<file path="src/hw/rtl/htr_pkg.sv">
`timescale 1ns / 1ps

package htr_pkg;

    // Default ring depth; the ring holds one entry fewer than this
    localparam int SLOTS_DEFAULT = 128;

    // Byte limit after reset
    localparam logic [31:0] RESET_LIMIT = 32'd4096;

    // Result status codes
    typedef enum logic [1:0] {
        ST_ADDED     = 2'd0,
        ST_TOO_LARGE = 2'd1,
        ST_FULL      = 2'd2,
        ST_LIMIT_SET = 2'd3
    } status_t;

    // Commands from the sequencer to the ring
    typedef struct packed {
        logic rd_req;   // read the size of the oldest entry
        logic pop;      // drop the oldest entry
        logic push;     // insert a new entry as newest
    } ring_cmd_t;

    // Ring status back to the sequencer
    typedef struct packed {
        logic       empty;
        logic       full;
        logic [6:0] entry_count;
    } ring_stat_t;

endpackage

</file>
<file path="src/hw/rtl/htr_req_if.sv">
`timescale 1ns / 1ps

interface htr_req_if;
    logic        valid;
    logic        ready;
    logic        mode;
    logic [31:0] entry_size;
    logic [31:0] new_limit;

    modport source (output valid, output mode, output entry_size, output new_limit,
                    input ready);
    modport sink   (input valid, input mode, input entry_size, input new_limit,
                    output ready);
endinterface

</file>
<file path="src/hw/rtl/htr_rsp_if.sv">
`timescale 1ns / 1ps

interface htr_rsp_if;
    logic        valid;
    logic        ready;
    logic [1:0]  status;
    logic [7:0]  evicted_count;
    logic [31:0] bytes_held;
    logic [6:0]  entry_count;

    modport source (output valid, output status, output evicted_count,
                    output bytes_held, output entry_count, input ready);
    modport sink   (input valid, input status, input evicted_count,
                    input bytes_held, input entry_count, output ready);
endinterface

</file>
<file path="src/hw/rtl/htr_ring.sv">
`timescale 1ns / 1ps

module htr_ring #(
    parameter int SLOTS = htr_pkg::SLOTS_DEFAULT
) (
    input  logic                clk,
    input  logic                rst_n,
    input  htr_pkg::ring_cmd_t  cmd,
    input  logic [31:0]         wr_size,
    output logic [31:0]         rd_size,
    output htr_pkg::ring_stat_t stat
);
    import htr_pkg::*;

    localparam int IW = $clog2(SLOTS);

    logic [31:0]   entry_mem [SLOTS];
    logic [31:0]   rd_size_reg;
    logic [IW-1:0] newest_reg;
    logic [IW-1:0] oldest_reg;
    logic [IW-1:0] count_reg;
    logic [IW-1:0] newest_dec;
    logic [IW-1:0] oldest_dec;

    // Step a slot index down with wrap
    function automatic logic [IW-1:0] slot_dec(input logic [IW-1:0] s);
        logic [IW-1:0] r;
        if (s == '0)
            r = IW'(SLOTS - 1);
        else
            r = s - IW'(1);
        return r;
    endfunction

    assign newest_dec = slot_dec(newest_reg);
    assign oldest_dec = slot_dec(oldest_reg);

    // Size store: one write port, one registered read port
    always_ff @(posedge clk)
    begin
        if (cmd.push)
        begin
            entry_mem[newest_dec] <= wr_size;
        end
        if (cmd.rd_req)
        begin
            rd_size_reg <= entry_mem[oldest_dec];
        end
    end

    // Ring pointers and fill count
    always_ff @(posedge clk or negedge rst_n)
    begin
        if (!rst_n)
        begin
            newest_reg <= '0;
            oldest_reg <= '0;
            count_reg  <= '0;
        end
        else
        begin
            if (cmd.push)
            begin
                newest_reg <= newest_dec;
            end
            if (cmd.pop)
            begin
                oldest_reg <= oldest_dec;
            end
            if (cmd.push && !cmd.pop)
                count_reg <= count_reg + IW'(1);
            else if (cmd.pop && !cmd.push)
                count_reg <= count_reg - IW'(1);
        end
    end

    assign rd_size          = rd_size_reg;
    assign stat.empty       = (count_reg == '0);
    assign stat.full        = (count_reg == IW'(SLOTS - 1));
    assign stat.entry_count = 7'(count_reg);

endmodule

</file>
<file path="src/hw/rtl/header_table_ring_with_eviction_unit.sv">
`timescale 1ns / 1ps

// Size-bounded header table ring (HPACK-style dynamic table, sizes only). Each
// request beat on req (mode 0 adds an entry of entry_size bytes, mode 1 sets a
// new byte limit) yields one result beat on rsp with status, entries evicted,
// bytes held and entry count. Eviction walks the oldest entries one at a time,
// reading each size (S_EVAL) and then dropping it (S_DROP), through the size
// store's single registered read port and a shared subtract/compare unit.
// req.ready is high only while the sequencer is idle; a finished result sits in
// the output register, so the next request is taken while it waits on rsp.
// The table holds up to SLOTS-1 entries; the byte limit resets to 4096.
module header_table_ring_with_eviction_unit #(
    parameter int SLOTS = htr_pkg::SLOTS_DEFAULT
) (
    input  logic      clk,
    input  logic      rst_n,
    htr_req_if.sink   req,
    htr_rsp_if.source rsp
);
    import htr_pkg::*;

    typedef enum logic [1:0] {
        S_IDLE,
        S_EVAL,
        S_DROP,
        S_DONE
    } state_t;

    state_t      state_reg;
    logic        mode_reg;
    logic        all_reg;       // evict everything, regardless of bytes
    logic [31:0] esize_reg;
    logic [31:0] target_reg;
    logic [31:0] limit_reg;
    logic [31:0] held_reg;
    logic [7:0]  evicted_reg;
    status_t     status_reg;

    logic        out_valid_reg;
    logic [1:0]  out_status_reg;
    logic [7:0]  out_evicted_reg;
    logic [31:0] out_bytes_reg;
    logic [6:0]  out_count_reg;

    ring_cmd_t   ring_cmd;
    ring_stat_t  ring_stat;
    logic [31:0] rd_size;
    logic        evict_go;
    logic        out_free;

    htr_ring #(
        .SLOTS (SLOTS)
    ) u_ring (
        .clk     (clk),
        .rst_n   (rst_n),
        .cmd     (ring_cmd),
        .wr_size (esize_reg),
        .rd_size (rd_size),
        .stat    (ring_stat)
    );

    // Shared compare: keep evicting while something is held and over target, or while anything is held if all_reg
    assign evict_go = !ring_stat.empty && (all_reg || (held_reg > target_reg));
    assign out_free = !out_valid_reg || rsp.ready;

    // Ring commands from the sequencer
    always_comb
    begin
        ring_cmd        = '0;
        ring_cmd.rd_req = (state_reg == S_EVAL) && evict_go;
        ring_cmd.pop    = (state_reg == S_DROP);
        ring_cmd.push   = (state_reg == S_EVAL) && !evict_go && !mode_reg
                          && !all_reg && !ring_stat.full;
    end

    // Sequencer and result register
    always_ff @(posedge clk or negedge rst_n)
    begin
        if (!rst_n)
        begin
            state_reg       <= S_IDLE;
            limit_reg       <= RESET_LIMIT;
            held_reg        <= '0;
            out_valid_reg   <= 1'b0;
            out_status_reg  <= '0;
            out_evicted_reg <= '0;
            out_bytes_reg   <= '0;
            out_count_reg   <= '0;
            mode_reg        <= 1'b0;
            all_reg         <= 1'b0;
            esize_reg       <= '0;
            target_reg      <= '0;
            evicted_reg     <= '0;
            status_reg      <= ST_ADDED;
        end
        else
        begin
            // Taken result beat leaves, unless a new one is loaded below
            if (out_valid_reg && rsp.ready && (state_reg != S_DONE))
            begin
                out_valid_reg <= 1'b0;
            end

            case (state_reg)
                S_IDLE:
                begin
                    if (req.valid)
                    begin
                        mode_reg    <= req.mode;
                        esize_reg   <= req.entry_size;
                        evicted_reg <= '0;
                        all_reg     <= 1'b0;
                        if (req.mode)
                        begin
                            limit_reg  <= req.new_limit;
                            target_reg <= req.new_limit;
                            status_reg <= ST_LIMIT_SET;
                        end
                        else if (req.entry_size > limit_reg)
                        begin
                            all_reg    <= 1'b1;
                            status_reg <= ST_TOO_LARGE;
                        end
                        else
                        begin
                            target_reg <= limit_reg - req.entry_size;
                        end
                        state_reg <= S_EVAL;
                    end
                end

                S_EVAL:
                begin
                    if (evict_go)
                    begin
                        state_reg <= S_DROP;
                    end
                    else
                    begin
                        if (all_reg)
                        begin
                            held_reg <= '0;
                        end
                        else if (!mode_reg)
                        begin
                            if (ring_stat.full)
                            begin
                                status_reg <= ST_FULL;
                            end
                            else
                            begin
                                held_reg   <= held_reg + esize_reg;
                                status_reg <= ST_ADDED;
                            end
                        end
                        state_reg <= S_DONE;
                    end
                end

                S_DROP:
                begin
                    // rd_size holds the oldest entry's size
                    held_reg    <= held_reg - rd_size;
                    evicted_reg <= evicted_reg + 8'd1;
                    state_reg   <= S_EVAL;
                end

                S_DONE:
                begin
                    if (out_free)
                    begin
                        out_valid_reg   <= 1'b1;
                        out_status_reg  <= status_reg;
                        out_evicted_reg <= evicted_reg;
                        out_bytes_reg   <= held_reg;
                        out_count_reg   <= ring_stat.entry_count;
                        state_reg       <= S_IDLE;
                    end
                    else
                    begin
                        out_valid_reg <= 1'b1;
                    end
                end

                default:
                begin
                    state_reg <= S_IDLE;
                end
            endcase
        end
    end

    assign req.ready         = (state_reg == S_IDLE);
    assign rsp.valid         = out_valid_reg;
    assign rsp.status        = out_status_reg;
    assign rsp.evicted_count = out_evicted_reg;
    assign rsp.bytes_held    = out_bytes_reg;
    assign rsp.entry_count   = out_count_reg;

endmodule

</file>
<file path="src/flat_wrapper.sv">
// flat-port wrapper written by rule: the top's interface ports become plain ports
module header_table_ring_with_eviction_unit_flat import htr_pkg::*;
#(
    parameter int SLOTS = htr_pkg::SLOTS_DEFAULT
)
  (clk, rst_n, req_valid, req_mode, req_entry_size, req_new_limit, req_ready, rsp_valid, rsp_status, rsp_evicted_count, rsp_bytes_held, rsp_entry_count, rsp_ready);
  htr_req_if req_i ();
  htr_rsp_if rsp_i ();
  input  logic clk;
  input  logic rst_n;
  input wire logic [$bits(req_i.valid)-1:0] req_valid;
  input wire logic [$bits(req_i.mode)-1:0] req_mode;
  input wire logic [$bits(req_i.entry_size)-1:0] req_entry_size;
  input wire logic [$bits(req_i.new_limit)-1:0] req_new_limit;
  output wire logic [$bits(req_i.ready)-1:0] req_ready;
  output wire logic [$bits(rsp_i.valid)-1:0] rsp_valid;
  output wire logic [$bits(rsp_i.status)-1:0] rsp_status;
  output wire logic [$bits(rsp_i.evicted_count)-1:0] rsp_evicted_count;
  output wire logic [$bits(rsp_i.bytes_held)-1:0] rsp_bytes_held;
  output wire logic [$bits(rsp_i.entry_count)-1:0] rsp_entry_count;
  input wire logic [$bits(rsp_i.ready)-1:0] rsp_ready;
  assign req_i.valid = req_valid;
  assign req_i.mode = req_mode;
  assign req_i.entry_size = req_entry_size;
  assign req_i.new_limit = req_new_limit;
  assign req_ready = req_i.ready;
  assign rsp_valid = rsp_i.valid;
  assign rsp_status = rsp_i.status;
  assign rsp_evicted_count = rsp_i.evicted_count;
  assign rsp_bytes_held = rsp_i.bytes_held;
  assign rsp_entry_count = rsp_i.entry_count;
  assign rsp_i.ready = rsp_ready;
  header_table_ring_with_eviction_unit #(.SLOTS(SLOTS)) u_core (.clk(clk), .rst_n(rst_n), .req(req_i), .rsp(rsp_i));
endmodule
</file>
<file path="config.mk">
export PLATFORM = sky130hd
export DESIGN_NAME = header_table_ring_with_eviction_unit_flat
export DESIGN_NICKNAME = d
export VERILOG_FILES = /design/src/hw/rtl/htr_pkg.sv /design/src/hw/rtl/htr_req_if.sv /design/src/hw/rtl/htr_rsp_if.sv /design/src/hw/rtl/htr_ring.sv /design/src/hw/rtl/header_table_ring_with_eviction_unit.sv /design/src/flat_wrapper.sv
export SDC_FILE = /design/constraint.sdc
export NUM_CORES = 2
export LEC_CHECK = 0
export BUFFER_PORTS_ARGS = -buffer_cell sky130_fd_sc_hd__buf_4
export CAP_MARGIN = 15
export CELL_PAD_IN_SITES_DETAIL_PLACEMENT = 0
export CELL_PAD_IN_SITES_GLOBAL_PLACEMENT = 2
export CORE_UTILIZATION = 45
export CTS_CLUSTER_DIAMETER = 120
export DETAILED_ROUTE_END_ITERATION = 6
export PLACE_DENSITY_LB_ADDON = 0.1
export SLEW_MARGIN = 40
export SYNTH_ARGS = -nofsm -noshare
export SYNTH_HDL_FRONTEND = slang
export SYNTH_SLANG_ARGS = --single-unit
</file>
<file path="constraint.sdc">
create_clock -name clk -period 6.2 [get_ports clk]
set_input_delay 0 -clock clk [delete_from_list [all_inputs] [get_ports clk]]
set_output_delay 0 -clock clk [all_outputs]
set_load 0.01 [all_outputs]
</file>
==> After elaboration in Yosys (flattened, before gate mapping) <==
Memory sizes are Yosys's and may differ from the RTL's. A register that Yosys moved wholly into a read port is not among the register bits.
Cells that the tools add are included.
{ "op_classes": {"n_reduce_logical": 37, "mux": 31, "n_addsub": 8, "order_cmp": 2, "n_eq_ne": 14} }
{ "op_table": {"columns": ["operator", "n"], "rows": [
  ["32-bit two-way mux", 6],
  ["32-bit greater-than comparator", 2],
  ["32-bit one-hot mux with 2 select lines", 1],
  ["32-bit subtractor", 2],
  ["32-bit adder", 1],
  ["7-bit two-way mux", 4],
  ["7-bit logical NOT", 3],
  ["7-bit by 1-bit subtractor with 7-bit output (second input constant)", 3],
  ["2-bit two-way mux", 9],
  ["8-bit one-hot mux with 2 select lines", 1],
  ["2-bit inequality test (second input constant)", 6],
  ["1-bit logical AND", 10],
  ["2-bit nonzero test", 5],
  ["8-bit by 1-bit adder with 8-bit output (second input constant)", 1],
  ["1-bit logical NOT", 8],
  ["8-bit two-way mux", 1],
  ["2-bit one-hot mux with 4 select lines", 1],
  ["2-bit AND reduction", 4],
  ["7-bit by 1-bit adder with 7-bit output (second input constant)", 1],
  ["7-bit == test (second input constant)", 1],
  ["1-bit two-way mux", 7],
  ["3-bit by 2-bit inequality test with 1-bit output (second input constant)", 2],
  ["3-bit AND reduction", 2],
  ["6-bit AND reduction", 1],
  ["8 further kinds", 10]
]} }
{ "totals": {"n_memories": 1, "register_bits": 213, "ram_bits": 4096, "inputBits": 69} }
{ "memory_table": {"columns": ["memory", "words", "word_bits", "read_ports", "rd_ports_with_merged_regs", "wr", "line_no", "source"], "rows": [
  ["u_core.u_ring.entry_mem", 128, 32, 1, 1, 1, "htr_ring.sv:17", "logic [31:0] entry_mem [SLOTS];"]
]} }

==> Logic depth before layout (Yosys ltp) <==
{ "depth": {"depth_word": 12, "mapped_depth": 23, "depth_no_buf": 20} }

==> By module <==
Synthesis repeated with hierarchy kept, for this count alone.
{ "unflattened": {"hier_cells": 10353, "hier_area_um2": 174010.6} }
{ "modules_own_cells": {"columns": ["mod", "cells_per_inst", "n_inst", "area_each_um2", "seq_area_each_um2"], "rows": [
  ["htr_ring", 8830, 1, 160423.9, 124484.4],
  ["header_table_ring_with_eviction_unit", 1523, 1, 13586.8, 4805.9]
]} }

==> Worst setup path before layout <==
OpenSTA, ideal clock, no wires.
{ "synth_timing": {"kind": "register to register", "from": "register u_core.held_reg[14]", "to": "memory u_core.u_ring.entry_mem[98][0], enable pin", "stages_incl_launch_ff": 14, "setup_slack_ns": 1.398, "arrival_ns": 4.381, "synth_period_minus_slack_ns": 4.802, "required_time_ns": 5.779, "cell_sequence": "dfrtp_1 > ha_1 > nand4_2 > or3_1 > nor3_1 > a31oi_1 > o21a_1 > or3_1 > buf_2 > nand2b_4 > or4_1 > buf_2 > buf_6 > nor2_1"} }
{ "synth_between": {"elab_chain_len": 10} }
{ "synth_lines": {"columns": ["item", "line_no", "source"], "rows": [
  ["start, declared", "header_table_ring_with_eviction_unit.sv:35", "logic [31:0] held_reg;"],
  ["start signal, assigned", "header_table_ring_with_eviction_unit.sv:152", "held_reg <= held_reg + esize_reg;"],
  ["start signal, assigned", "header_table_ring_with_eviction_unit.sv:163", "held_reg <= held_reg - rd_size;"],
  ["32-bit greater-than comparator", "header_table_ring_with_eviction_unit.sv:63", "assign evict_go = !ring_stat.empty && (all_reg || (held_reg > target_reg));"],
  ["1-bit logical OR", "header_table_ring_with_eviction_unit.sv:63", null],
  ["1-bit logical AND", "header_table_ring_with_eviction_unit.sv:63", null],
  ["1-bit logical NOT", "header_table_ring_with_eviction_unit.sv:72", "ring_cmd.push = (state_reg == S_EVAL) && !evict_go && !mode_reg"],
  ["1-bit logical AND (2 in series)", "header_table_ring_with_eviction_unit.sv:72", null],
  ["1-bit logical AND (2 in series)", "header_table_ring_with_eviction_unit.sv:73", "&& !all_reg && !ring_stat.full;"],
  ["1-bit two-way mux", "htr_ring.sv:41", "if (cmd.push)"],
  ["1-bit two-way mux (not written as such)", "htr_ring.sv:43", "entry_mem[newest_dec] <= wr_size;"],
  ["end, declared", "htr_ring.sv:17", null]
]} }
No other way between the ends.

==> Final worst setup path <==
{ "layout_timing": {"from": "register u_core.u_ring.oldest_reg[0]", "to": "register u_core.u_ring.rd_size_reg[11] (netlist: u_core.u_ring.rd_size[11]), read port of u_core.u_ring.entry_mem, data pin"} }
{ "layout_between": {"elab_chain_len": 2} }
{ "layout_lines": {"columns": ["item", "line_no", "source"], "rows": [
  ["start, declared", "htr_ring.sv:20", "logic [IW-1:0] oldest_reg;"],
  ["start signal, assigned", "htr_ring.sv:68", "oldest_reg <= oldest_dec;"],
  ["7-bit by 1-bit subtractor with 7-bit output or 7-bit logical NOT (tied branches)", "htr_ring.sv:31, htr_ring.sv:28", null],
  ["7-bit two-way mux *", "htr_ring.sv:28", "if (s == '0)"],
  ["end, declared", "htr_ring.sv:18", "logic [31:0] rd_size_reg;"]
]} }
Every way passes the cells marked *; elsewhere a longest branch is shown, timed or not.
A chain may end at the register's enable or synchronous reset.

==> metrics.md <==
| Metric | Value |
|---|---|
| Mapped Avg Cell Area | 12.7 sq um |
| Clock share of power | 0.218 |
| Post-route ant nets | 0 |
| Sw frac | 0.450 |
| Status | finished with violations |
| Worst Path Arrival | 6250 ps |
| Capture point of the worst reg-to-reg path | u_core.u_ring.rd_size[11] |
| Layout cells sized above 1 | 0.116 |
| Fmax achieved | 182 MHz |
| Synth cell types | 72 |
| Initial DRC Count | 13900 |
| Syn Nets | 13900 |
| Die Width | 624 microns |
| Reg2Reg Depth | 13 |
| CTS Buf Count | 464 |
| Core box area | 0.385 sq mm |
| Row cnt | 228 |
| First drt pass iteration count | 7 |
| Seq cells post-synth | 4341 |
| Root buf cell | clkbuf_16 |
| Total track usage | 0.287 |
| Post-Route WL | 570 mm |
| Worst setup SP type | flop |
| IO Count | 120 |
| Mapped Area | 0.174 sq mm |
| Fin. Hold Viols | 0 |
| Critical Path RT | 6950 ps |
| Overflow after GRT | 0 |
| TritonCTS sink count | 4341 |
| Power per cell area | 610 mW/mm^2 |
| Relative slew slack | 0.324 |
| Max Cap Viol | 0 |
| Final setup violation count | 0 |
| Fin cells | 19800 |
| Via count | 115000 |
| Ys flop type | edfxtp_1 |
| Total negative slack | 0 ps |
| Final worst-path cycle share | 0.887 |
| Final Util | 0.525 |
| Static leakage | 70.3 nW |
| Fillers | 32500 |
| Highest-count cells in the layout ignoring fill and taps | nand2_1, edfxtp_1, a21oi_1 |
| Crit. End Element | flop |
| Die area | 0.389 sq mm |
| Synth warn | 0 |
| Multi-input logic area | 0.0426 sq mm |
| Combinational Power Share | 0.464 |
| Worst r2r src | u_core.u_ring.oldest_reg[0] |
| H-tree depth | 5 |
| # DRC | 6 |
| Cells after Synth | 13700 |
| Max clock buf depth | 4 |
| Sequential-to-total area share from yosys stat | 0.743 |
| Post-synth EDFFs | 4128 |
| Most common cell after layout, fill and taps aside | nand2_1 |
| Crit. Startpoint | u_core.u_ring.oldest_reg[0] |
| Detailed placement HPWL | 346 mm |
| CTS tree | yes |
| Buffers on Ports | 119 |
| Layout Cell Area excl Fill | 0.203 sq mm |
| Clock skew | 50.2 ps |
| First-pass GRT wire length | 810 mm |
| Number of flip-flops in the largest register | 4096 |
| Last element of the critical path | u_core.u_ring.rd_size[11] |
| Area Growth Syn to Fin | 16.3% |
| Initial cell density of the core | 0.452 |
| Worst skew pair latency | 1030 ps |
| Layout Nets | 14400 |
| Failing checks | design-rule violations |
| Post-CTS Hold Fix Bufs | 165 |
| Pin count of the biggest net entering global routing | 160 |
| DP Area | 0.186 sq mm |
| Period minus WS final | 5500 ps |
| Clk pin slew, worst setup/hold paths | 60 ps |
| Setup repair after global routing missed its margin | no |
| Seq pwr share | 0.318 |
| Int Pwr | 0.0680 W |
| DR WL/cell | 28.8 microns |
| Register Area | 0.129 sq mm |
| Die height | 624 microns |
| Dpl cells | 18800 |
| Peak supply drop | 0.585 mV |
| Vias in the first global route | 111000 |
| Worst-margin pin slew | 1000 ps |
| Routability cong. | 0.878 |
| CP max FO | 16 |
| Hold Crit Class | in2reg |
| Pins over their slew limit | 0 |
| Reg with most FFs | u_core.u_ring.entry_mem |
| # Post-CTS Setup Buffers | 0 |
| Sw Pwr | 0.0556 W |
| Register-to-register setup slack | 700 ps |
| Critical path class | reg2reg |
| Ys async rst share | 0.0491 |
| Initial antenna violation count | 38 |
| Avg Vias per Cell | 5.81 |
| Post_cts resized | 0 |
[cell type report]
cell class              count  area share
diodes                      9    0.000111
clock buffers             583      0.0604
clock inverters           266      0.0116
inverters                 128     0.00237
multi-input cells        8386       0.210
flip-flops and latches   4341       0.639
well taps                5175      0.0320
repair buffers            906      0.0441
[cell usage after synthesis (89+ instances only)]
| cell | count | area share |
|---|---|---|
| nand2_1 | 4168 | 0.090 |
| edfxtp_1 | 4128 | 0.71 |
| a21oi_1 | 2121 | 0.061 |
| clkbuf_1 | 707 | 0.015 |
| nor4_1 | 518 | 0.019 |
| dfrtp_1 | 212 | 0.030 |
| nor2_1 | 208 | 0.0045 |
| a22oi_1 | 203 | 0.0088 |
| o21ai_0 | 194 | 0.0056 |
| ha_1 | 137 | 0.0098 |
| inv_1 | 127 | 0.0027 |
| buf_1 | 89 | 0.0019 |
[logic make-up (layout without fill, tap and decap cells)]
| group | after synthesis | in the layout | share of synthesized area |
|---|---|---|---|
| AO/OA/AOI/OAI | 2871 | 2871 | 0.0913 |
| XOR/XNOR | 86 | 86 | 0.00433 |
| adder cells (fa/ha/maj) | 141 | 141 | 0.0103 |
| buffers and inverters | 956 | 1883 | 0.0209 |
| flip-flops | 4341 | 4341 | 0.743 |
| multiplexers | 155 | 155 | 0.00948 |
| other | 0 | 9 | 0 |
| AND/OR/NAND/NOR | 5133 | 5133 | 0.121 |
[power by group through the flow]
stage	Clock, W	Combinational, W	Sequential (W)
2_1_floorplan	0	0.0260	0.0401
3_3_place_gp	0	0.0557	0.0400
3_5_place_dp	0	0.0566	0.0400
4_1_cts	0.0274	0.0570	0.0394
5_1_grt	0.0285	0.0604	0.0394
6_report	0.0269	0.0573	0.0393
[stage by stage]
stage               power (W)  setup WS [ps]  hold WS [ps]
CTS                     0.124            751          36.1
global route            0.128            597          76.2
finish                  0.124            701          77.0
detailed placement     0.0966            776          51.7
floorplan              0.0661           1400          -296
global placement       0.0957            452          50.3
[critical path, stage by stage (launching register included)]
cell	delay [ps]
dfrtp_1	390
inv_1	210
ha_1	240
nor3b_1	620
a21oi_1	360
nand2_4	460
buf_12	260
buf_4	290
a21oi_1	70
nor4_1	770
a22oi_1	530
nand3_1	340
o211ai_1	400
o21a_1	250
[how the worst min path moves through the flow]
| stage | slack (ps) | cells after the start | from | end |
|---|---|---|---|---|
| global placement | 50 | 1 | rst_n | u_core.rsp.evicted_count[3] |
| finish | 80 | 4 | req_new_limit[24] | u_core.target_reg[24] |
| global route | 80 | 4 | req_new_limit[24] | u_core.target_reg[24] |
| floorplan | -300 | 0 | rst_n | u_core.all_reg |
| detailed placement | 50 | 1 | rst_n | u_core.rsp.evicted_count[1] |
| CTS | 40 | 4 | req_new_limit[24] | u_core.target_reg[24] |
[routing by layer]
metal | share of wire | vias to the layer above | routed length [microns] | track usage
met5 | 0.0000053 | - | 3 | 0
met4 | 0.028 | 2 | 15800 | 0.0747
met3 | 0.080 | 668 | 45500 | 0.0416
met2 | 0.46 | 4745 | 261000 | 0.448
met1 | 0.44 | 58500 | 248000 | 0.423
li1 | - | 51000 | - | -
Power figures use the tool's default switching activity.
